**src/hw/rtl/okvt_pkg.sv**
```systemverilog
// ----------------------------------------------------------------------------
// okvt_pkg
// Shared types and constants for the ordered key/value table: table depth,
// derived widths, operation and status codes, word types and the command
// that is broadcast to every cell of the table.
// ----------------------------------------------------------------------------
package okvt_pkg;

	localparam int TABLE_DEPTH = 128;
	// Width of a count that can hold TABLE_DEPTH itself.
	localparam int CNT_W = $clog2(TABLE_DEPTH + 1);
	// Width of a cell position.
	localparam int POS_W = (TABLE_DEPTH > 1) ? $clog2(TABLE_DEPTH) : 1;
	localparam int KEY_W = 64;
	localparam int VAL_W = 64;
	localparam int IDX_W = 7;
	localparam int OCNT_W = 8;
	// Common width for comparing a cell position with a requested index.
	localparam int IDX_CMP_W = (POS_W > IDX_W) ? POS_W : IDX_W;

	typedef enum logic [1:0] {
		OP_ADD    = 2'd0,
		OP_SEARCH = 2'd1,
		OP_DELETE = 2'd2,
		OP_READ   = 2'd3
	} op_t;

	typedef enum logic [1:0] {
		ST_DONE  = 2'd0,
		ST_FULL  = 2'd1,
		ST_MISS  = 2'd2,
		ST_RANGE = 2'd3
	} status_t;

	typedef struct packed {
		op_t              req_type;
		logic [KEY_W-1:0] key;
		logic [VAL_W-1:0] value;
		logic [IDX_W-1:0] index;
	} req_word_t;

	typedef struct packed {
		status_t           status;
		logic [KEY_W-1:0]  found_key;
		logic [VAL_W-1:0]  found_value;
		logic [OCNT_W-1:0] entry_count;
	} rsp_word_t;

	// Command seen by every cell in the same cycle.
	typedef struct packed {
		logic [KEY_W-1:0] key;
		logic [VAL_W-1:0] value;
		logic [IDX_W-1:0] index;
		logic [CNT_W-1:0] count;
		logic             is_read;
		logic             wr_add;
		logic             wr_shift;
	} cell_cmd_t;

endpackage

```
**src/hw/rtl/okvt_cell.sv**
```systemverilog
// ----------------------------------------------------------------------------
// okvt_cell
// One entry of the table. Holds a key/value pair, compares its key with the
// request, passes a first-match flag up the chain and takes its upper
// neighbor's entry when a delete closes the gap.
// ----------------------------------------------------------------------------
module okvt_cell (
	input  logic                       clk,
	input  logic                       arst_n,
	input  okvt_pkg::cell_cmd_t        cmd,
	input  logic [okvt_pkg::POS_W-1:0] pos,
	input  logic [okvt_pkg::KEY_W-1:0] next_key,
	input  logic [okvt_pkg::VAL_W-1:0] next_value,
	input  logic                       hit_in,
	output logic                       hit_out,
	output logic                       sel,
	output logic [okvt_pkg::KEY_W-1:0] key_q,
	output logic [okvt_pkg::VAL_W-1:0] value_q
);
	import okvt_pkg::*;

	logic held;
	logic match_d;
	logic match_q;
	logic rd_sel;

	assign held    = CNT_W'(pos) < cmd.count;
	assign match_d = held && (key_q == cmd.key);

	always_ff @(posedge clk or negedge arst_n) begin
		if (!arst_n) begin
			match_q <= 1'b0;
		end else begin
			match_q <= match_d;
		end
	end

	// The flag is set at the first matching cell and stays set above it.
	assign hit_out = hit_in | match_q;
	assign rd_sel  = held && (IDX_CMP_W'(pos) == IDX_CMP_W'(cmd.index));
	assign sel     = cmd.is_read ? rd_sel : (match_q & ~hit_in);

	always_ff @(posedge clk) begin
		if (cmd.wr_add && (CNT_W'(pos) == cmd.count)) begin
			key_q   <= cmd.key;
			value_q <= cmd.value;
		end else if (cmd.wr_shift && hit_out) begin
			key_q   <= next_key;
			value_q <= next_value;
		end
	end

endmodule

```
**config.mk**
```make
export PLATFORM = sky130hd
export DESIGN_NAME = okvt_cell
export DESIGN_NICKNAME = d
export VERILOG_FILES = /design/src/hw/rtl/okvt_pkg.sv /design/src/hw/rtl/okvt_cell.sv
export SDC_FILE = /design/constraint.sdc
export NUM_CORES = 1
export LEC_CHECK = 0
export BUFFER_PORTS_ARGS = -buffer_cell sky130_fd_sc_hd__buf_4
export CAP_MARGIN = 20
export CELL_PAD_IN_SITES_DETAIL_PLACEMENT = 0
export CELL_PAD_IN_SITES_GLOBAL_PLACEMENT = 2
export CORE_MARGIN = 4
export CORE_UTILIZATION = 28
export CTS_CLUSTER_DIAMETER = 200
export DETAILED_ROUTE_END_ITERATION = 8
export PLACE_DENSITY_LB_ADDON = 0.1
export SLEW_MARGIN = 20
export SYNTH_ARGS = -nofsm -noshare
export SYNTH_HDL_FRONTEND = slang
export SYNTH_SLANG_ARGS = --single-unit
```
**constraint.sdc**
```tcl
create_clock -name clk -period 3.9 [get_ports clk]
set_clock_uncertainty 0.05 [all_clocks]
set_input_delay 0.78 -clock clk [delete_from_list [all_inputs] [get_ports clk]]
set_output_delay 0.78 -clock clk [all_outputs]
set_load 0.005 [all_outputs]
```
After elaboration in Yosys (flattened, before gate mapping)
Index checks and enable logic that the tools add are counted.

operators by class
  shift-type cells = 0
  bitwise gates (word level) = 3
  add/sub/neg operators = 0
  $lt $le $gt $ge = 1
  equality and inequality tests = 3
  mux-type cells = 5
  reductions and logical operators = 5
  div/mod/pow operators = 0
  multiply operators = 0

operators by type and width
  kind                                           count
  64-bit two-way mux                             4
  64-bit == test                                 1
  7-bit by 8-bit == test with 1-bit output       1
  7-bit by 8-bit < comparator with 1-bit output  1
  7-bit == test                                  1
  1-bit logical AND                              4
  2-bit nonzero test                             1
  1-bit AND                                      1
  1-bit two-way mux                              1
  1-bit NOT                                      1
  1-bit OR                                       1

word-level totals
  word-level logic and storage cells = 20
  memory bits (read-only) = 0
  memories kept = 0
  RAM bits = 0
  register bits after elaboration = 129
  input port bits = 284
  bits in latches = 0

Depth between registers and ports, before layout
Gate-level depths: netlist of the first run.

  depth in word-level cells = 4
  depth in mapped cells = 7
  depth with buffers taken out = 7

Least setup slack after synthesis of the first run
Ideal clock, no wire load.

  path kind = input to register
  start point = input port cmd[9] (netlist bit)
  end point = register key_q[0] (netlist bit), enable pin
  cell stages on the path = 7
  arrival = 4.435 ns
  setup time = 0.486 ns
  slack = -1.071 ns
  data required time = 3.364 ns
  cells stage by stage = inv_1 ha_1 nand4b_4 nor3_4 buf_6 buf_6 a21o_1

between the ends
  word-level cells in the longest chain between the ends = 3

ends and longest elaborated chain
  item                                      line             source
  start: declaration                        okvt_cell.sv:10  input okvt_pkg::cell_cmd_t cmd,
  7-bit by 8-bit == test with 1-bit output  okvt_cell.sv:44  if (cmd.wr_add && (CNT_W'(pos) == cmd.count)) begin
  1-bit logical AND                         okvt_cell.sv:44
  2-bit nonzero test (no source line)       -
  end signal: assignment                    okvt_cell.sv:45  key_q <= cmd.key;
  end signal: assignment                    okvt_cell.sv:48  key_q <= next_key;
  end: declaration                          okvt_cell.sv:17  output logic [okvt_pkg::KEY_W-1:0] key_q,

Every way passes these cells.
A chain may end at the register's enable or synchronous reset.

Final worst setup path of the first run
  start point = input port pos[3] (netlist bit)
  end point = output port sel

between the ends
  word-level cells in the longest chain between the ends = 3

ends and longest elaborated chain
  item                                                                                   line                              source
  start: declaration                                                                     okvt_cell.sv:11                   input logic [okvt_pkg::POS_W-1:0] pos,
  7-bit by 8-bit < comparator with 1-bit output / 7-bit == test (equally long branches)  okvt_cell.sv:27, okvt_cell.sv:40
  1-bit logical AND (*)                                                                  okvt_cell.sv:40                   assign rd_sel = held && (IDX_CMP_W'(pos) == IDX_CMP_W'(cmd.index));
  1-bit two-way mux (*)                                                                  okvt_cell.sv:41                   assign sel = cmd.is_read ? rd_sel : (match_q & ~hit_in);
  end: declaration                                                                       okvt_cell.sv:16                   output logic sel,

Mark *: on every way between the ends. The rest lies on a longest branch, timed or not.

==> results of run 1 <==
worst max path at each step:
stage / slack (ns) / start / cells past startpoint / endpoint
after floorplan: 0.05 / cmd[9] / 7 / key_q[0]
after global placement: 0.87 / pos[5] / 6 / key_q[59]
after detailed placement: 0.83 / pos[6] / 6 / key_q[59]
after CTS: 1.01 / pos[3] / 8 / sel
after global routing: 0.91 / cmd[6] / 9 / sel
final: 1.04 / pos[3] / 8 / sel
cell usage in the layout (no fill, tap or decap):
cell,n
buf_4,416
edfxtp_1,128
mux2_4,100
xnor2_1,65
mux2_2,28
nand4_1,17
clkbuf_16,17
inv_1,7
ha_1,7
xor2_1,6
nor4_1,5
bufinv_16,5
inv_6,5
buf_12,5
a21oi_1,3
nor2_1,3
nand2_1,2
nor3_1,2
clkinvlp_4,2
clkinv_4,2
nand4b_4,1
nand3_1,1
nor3_4,1
a21o_1,1
nor2b_1,1
o21bai_1,1
a32o_1,1
or2_2,1
a21o_4,1
dfrtp_1,1
metal layers:
| layer | wire [um] | track usage |
|---|---|---|
| met1 | 7360 | 0.156 |
| met2 | 12100 | 0.289 |
| met3 | 2320 | 0.0618 |
| met4 | 435 | 0.0521 |
| met5 | 0 | 0 |
state kept, by name (all words and copies together) (netlist names):
name / flops
key_q: 64
match_q: 1
value_q: 64
worst max-delay path, cell delays in order:
cell,delay [ns]
buf_4,0.12
ha_1,0.28
nand2_1,0.10
o21bai_1,0.17
a21oi_1,0.17
nor2_1,0.06
a32o_1,0.22
buf_4,0.14
power breakdown:
part / internal [uW] / total (uW) / switching (uW)
logic: 438 / 656 / 218
clock network: 1140 / 1780 / 638
registers: 1640 / 1680 / 45.5
total: 3220 / 4120 / 902
stage by stage:
stage / area (um2) / instances
after CTS: 11000 / 1159
final: 11000 / 1159
after global placement: 10300 / 1128
after floorplan: 6940 / 397
after global routing: 11000 / 1159
after detailed placement: 10300 / 1128
layout make-up:
type | instances | area [um2]
Clock buffer | 17 | 425
Clock inverter | 14 | 226
Fill cell | 2301 | 13400
Inverter | 7 | 26.3
Multi-Input combinational cell | 247 | 2810
Sequential cell | 129 | 3870
Tap cell | 324 | 405
Timing Repair Buffer | 421 | 3220
cell usage after synthesis, drive strengths merged:
master  instances  area share
o21bai          1      0.0011
buf            14       0.036
xor2            6      0.0076
xnor2          65       0.082
nand4b          1      0.0034
mux2          128        0.26
ha              7       0.013
nor4            5      0.0045
nand3           1     0.00072
nand2           2      0.0011
nor2            3      0.0016
or2             1     0.00090
nor2b           1     0.00090
edfxtp        128        0.55
nor3            3      0.0038
a32o            1      0.0014
nand4          17       0.015
a21o            2      0.0022
a21oi           3      0.0022
dfrtp           1      0.0036
inv             7      0.0038
logic make-up after synthesis:
kind of cell / synth area share
flops: 0.557
fa+ha+maj: 0.0126
xor+xnor: 0.0896
buf+inv: 0.0398
compound gates: 0.00685
mux: 0.262
simple gates: 0.0323
==> flow_metrics.tcl, run 1 <==
set metrics [dict create \
    globalplace.congestion 0.744 \
    rows 57 \
    seq_area_frac_synth 0.557 \
    avgSynthCellArea_um2 17.5 \
    die-height_um 165 \
    hp-class "in -> async" \
    status "complete, no violations" \
    p_per_area_nw_per_um2 375 \
    regToRegEndpoint "match_q" \
    critPathKind "in -> out" \
    finalSetupViolCount 0 \
    layout_setup_ws_ns 1.04 \
    clk_latency_ns 0.41 \
    vdd_drop_max_uv 197 \
    areaGrowthSynthToFinish_pct 58.2 \
    post-route-min-period_ns 2.86 \
    reg2regPathDepth 5 \
    power_uw 4120 \
    grt_pass1_wl_um 31300 \
    fin_crit_sh 0.734 \
    die_x_um 165 \
    cts_max_level 4 \
    ios 414 \
    synth_nets 688 \
    fin_util 0.450 \
    clk_pin_slew_ns 0.06 \
    nets 1114 \
    num_antenna_cells 0 \
    cts_tree "built" \
    tns_ns 0 \
    dp_hpwl_um 18500 \
    p_leak_uw 0.00468 \
    fp.coreArea_um2 24400 \
    drt-wirelength-per-cell_um 19.2 \
    holdWs_ns 0.0828 \
    vias_per_cell 4.27 \
    initial_core_util 0.285 \
    endpoint_kind "output port" \
    yosysWarnings 0 \
    ys_ff_latch 129 \
    place_ws_ns 0.829 \
    netlist_area_um2 6940 \
    drt_iter0_markers 125 \
    post_cts_resized 0 \
    slew_viol_final 0 \
    max-slew-margin-rel 0.555 \
    antenna_found_initial 0 \
    grt_usage 0.155 \
    synth.distinct_cells 25 \
    required_ns 3.07 \
    root_buffer "clkbuf_16" \
    first_global_vias 5479 \
    gr-total-overflow 0 \
    cts_buffers 17 \
    die_area_um2 27400 \
    cts_setup_buffers 0 \
    clk_path_buf_depth 2 \
    num_vias 4944 \
    crit_fanout 2 \
    ant_nets 0 \
    cts_hold_buffers 0 \
    grt_max_degree 56 \
    wl_um 22200 \
    r2r_start "key_q[16]" \
    hold_viol_final 0 \
    cp_data_arrival_time_ns 2.03 \
    maxCapViolCount 0 \
    drtPass1Iterations 4 \
    netlist_instances 397 \
    drive_gt1_frac 0.699 \
    rsz0062_at_grt "false" \
    drcViolationCount 0 \
    numPortBuffers 413 \
    tightest_slew_ns 0.661 \
    cp-start-kind "primary input" \
    clock.fmax_mhz 349 \
    numClockSinks 129 \
    regToRegSetupSlack_ns 1.94 \
]
Note: power is estimated with default switching activity, not from simulation.
==> run 2: changes to the inputs <==
==> constraint.sdc (replaced) <==
create_clock -name clk -period 2.75 [get_ports clk]
set_clock_uncertainty 0.05 [all_clocks]
set_input_delay 0.55 -clock clk [delete_from_list [all_inputs] [get_ports clk]]
set_output_delay 0.55 -clock clk [all_outputs]
set_load 0.005 [all_outputs]
==> run 2 against run 1 <==
Net effect: first-iteration DRC count is 16% higher; cell count is 0.35% higher; sequential power is 42% higher; cell area is 0.68% higher; via count is 0.55% higher; routed wire length is 2.7% higher; largest cell class unchanged; setup slack worse by 0.64 ns; global-route usage is 0.19 points higher; critical path depth stayed put; critical path type unchanged; critical endpoint unchanged; total power is 36% higher.
==> flow_metrics.tcl, run 2 (synthesis gave the netlist of run 1 again) <==
set metrics [dict create \
    status "complete, no violations" \
    fin_crit_sh 0.858 \
    vias_per_cell 4.27 \
    stdcell_area_um2 11100 \
    gr-total-overflow 0 \
    worstPathCellList "buf_4 > ha_1 > nand2_2 > o21bai_1 > a21oi_1 > nor2_1 > a32o_1 > buf_4" \
    num_vias 4971 \
    drt-wirelength-per-cell_um 19.6 \
    tightest_slew_ns 0.622 \
    cpMaxStageDelayCell "ha_1" \
    ios 414 \
    post-place-cells 1130 \
    rsz0062_at_grt "false" \
    areaGrowthSynthToFinish_pct 59.2 \
    reg.largest.list "key_q x64, value_q x64, match_q x1" \
    cp_data_arrival_time_ns 1.76 \
    die-height_um 165 \
    grt_max_degree 73 \
    numPortBuffers 413 \
    fin_util 0.453 \
    holdWs_ns 0.379 \
    grt_pass1_wl_um 31600 \
    antenna_found_initial 0 \
    root_buffer "clkbuf_16" \
    slowest_delay_ns 0.28 \
    clock.fmax_mhz 424 \
    multi_input_area_um2 2890 \
    num_antenna_cells 0 \
    cts_max_level 4 \
    numClockSinks 129 \
    vdd_drop_max_uv 318 \
    hold_viol_final 0 \
    drt_iter0_markers 145 \
    endpoint_kind "output port" \
    cp_common_cell "buf_4" \
    max-slew-margin-rel 0.582 \
    globalplace.congestion 0.766 \
    p_leak_uw 0.00466 \
    ant_nets 0 \
    rows 57 \
    maxCapViolCount 0 \
    finalSetupViolCount 0 \
    wl_um 22800 \
    cp-start-kind "primary input" \
    die_area_um2 27400 \
    cts_buffers 17 \
    clk_path_buf_depth 2 \
    first_global_vias 5344 \
    layout_commonest_cell "buf_4" \
    clk_latency_ns 0.41 \
    fp.coreArea_um2 24400 \
    nets 1117 \
    critPathKind "in -> out" \
    slew_viol_final 0 \
    clk_pin_slew_ns 0.06 \
    fillCellCount 2320 \
    final_cell_mix "buf_4, edfxtp_1, mux2_4, xnor2_1, mux2_2" \
    drive_gt1_frac 0.714 \
    required_ns 2.15 \
    place_area_um2 10500 \
    dp_hpwl_um 19100 \
    cts_tree "built" \
    crit_fanout 2 \
    die_x_um 165 \
    regArea_um2 3870 \
    hp-class "in -> reg" \
    drcViolationCount 0 \
    initial_core_util 0.285 \
    drtPass1Iterations 4 \
    power_uw 5580 \
    post-route-min-period_ns 2.36 \
    p_per_area_nw_per_um2 505 \
    layoutNonFillerInstCount 1163 \
    grt_usage 0.157 \
]
==> run 2: cell type report <==
type                            instances  share of cell area
Clock inverter                         14              0.0140
Sequential cell                       129               0.350
Tap cell                              324              0.0367
Timing Repair Buffer                  424               0.296
Clock buffer                           18              0.0388
Inverter                                7             0.00328
Multi-Input combinational cell        247               0.261
==> run 2: critical path: cells and delay by family <==
family                   cells  cell delay, ns
buffers and inverters        2            0.25
AO/OA/AOI/OAI                3            0.55
adder cells (fa/ha/maj)      1            0.28
AND/OR/NAND/NOR              2            0.13
==> run 2: power breakdown <==
group	leakage [uW]	switching (uW)	internal (uW)
clock	0.000270	907	1350
sequential	0.00122	66.2	2320
combinational	0.00317	314	628
==> run 2: final timing paths <==
| path | start | endpoint | slack [ns] | cells after the start |
|---|---|---|---|---|
| min reg2reg | key_q[25] | match_q | 0.70 | 5 |
| max | pos[2] | sel | 0.39 | 8 |
| max in group asynchronous | arst_n | match_q | 2.15 | 2 |
| max reg2reg | key_q[1] | match_q | 0.85 | 5 |
| min in group asynchronous | arst_n | match_q | 0.42 | 2 |
| min | cmd[39] | value_q[21] | 0.38 | 2 |
==> run 2: routing by layer <==
metal,track usage,vias up,wire length (um)
met5,0,-,0
met4,0.0337,0,130
met3,0.0640,8,2260
met2,0.292,227,12600
met1,0.165,2363,7880
li1,-,2373,-
==> run 2: repair_timing <==
action | in CTS | in global routing
endpoints found under the hold margin | 1 | 0
hold buffers | 1 | 0
resized for setup | 0 | 0
buffers inserted | 0 | 0
==> run 2: stage by stage <==
step / TNS (ns) / setup slack, ns
2_1_floorplan: -6.26 / -0.0489
3_3_place_gp: 0 / 0.254
3_5_place_dp: 0 / 0.221
4_1_cts: 0 / 0.364
5_1_grt: 0 / 0.320
6_report: 0 / 0.392
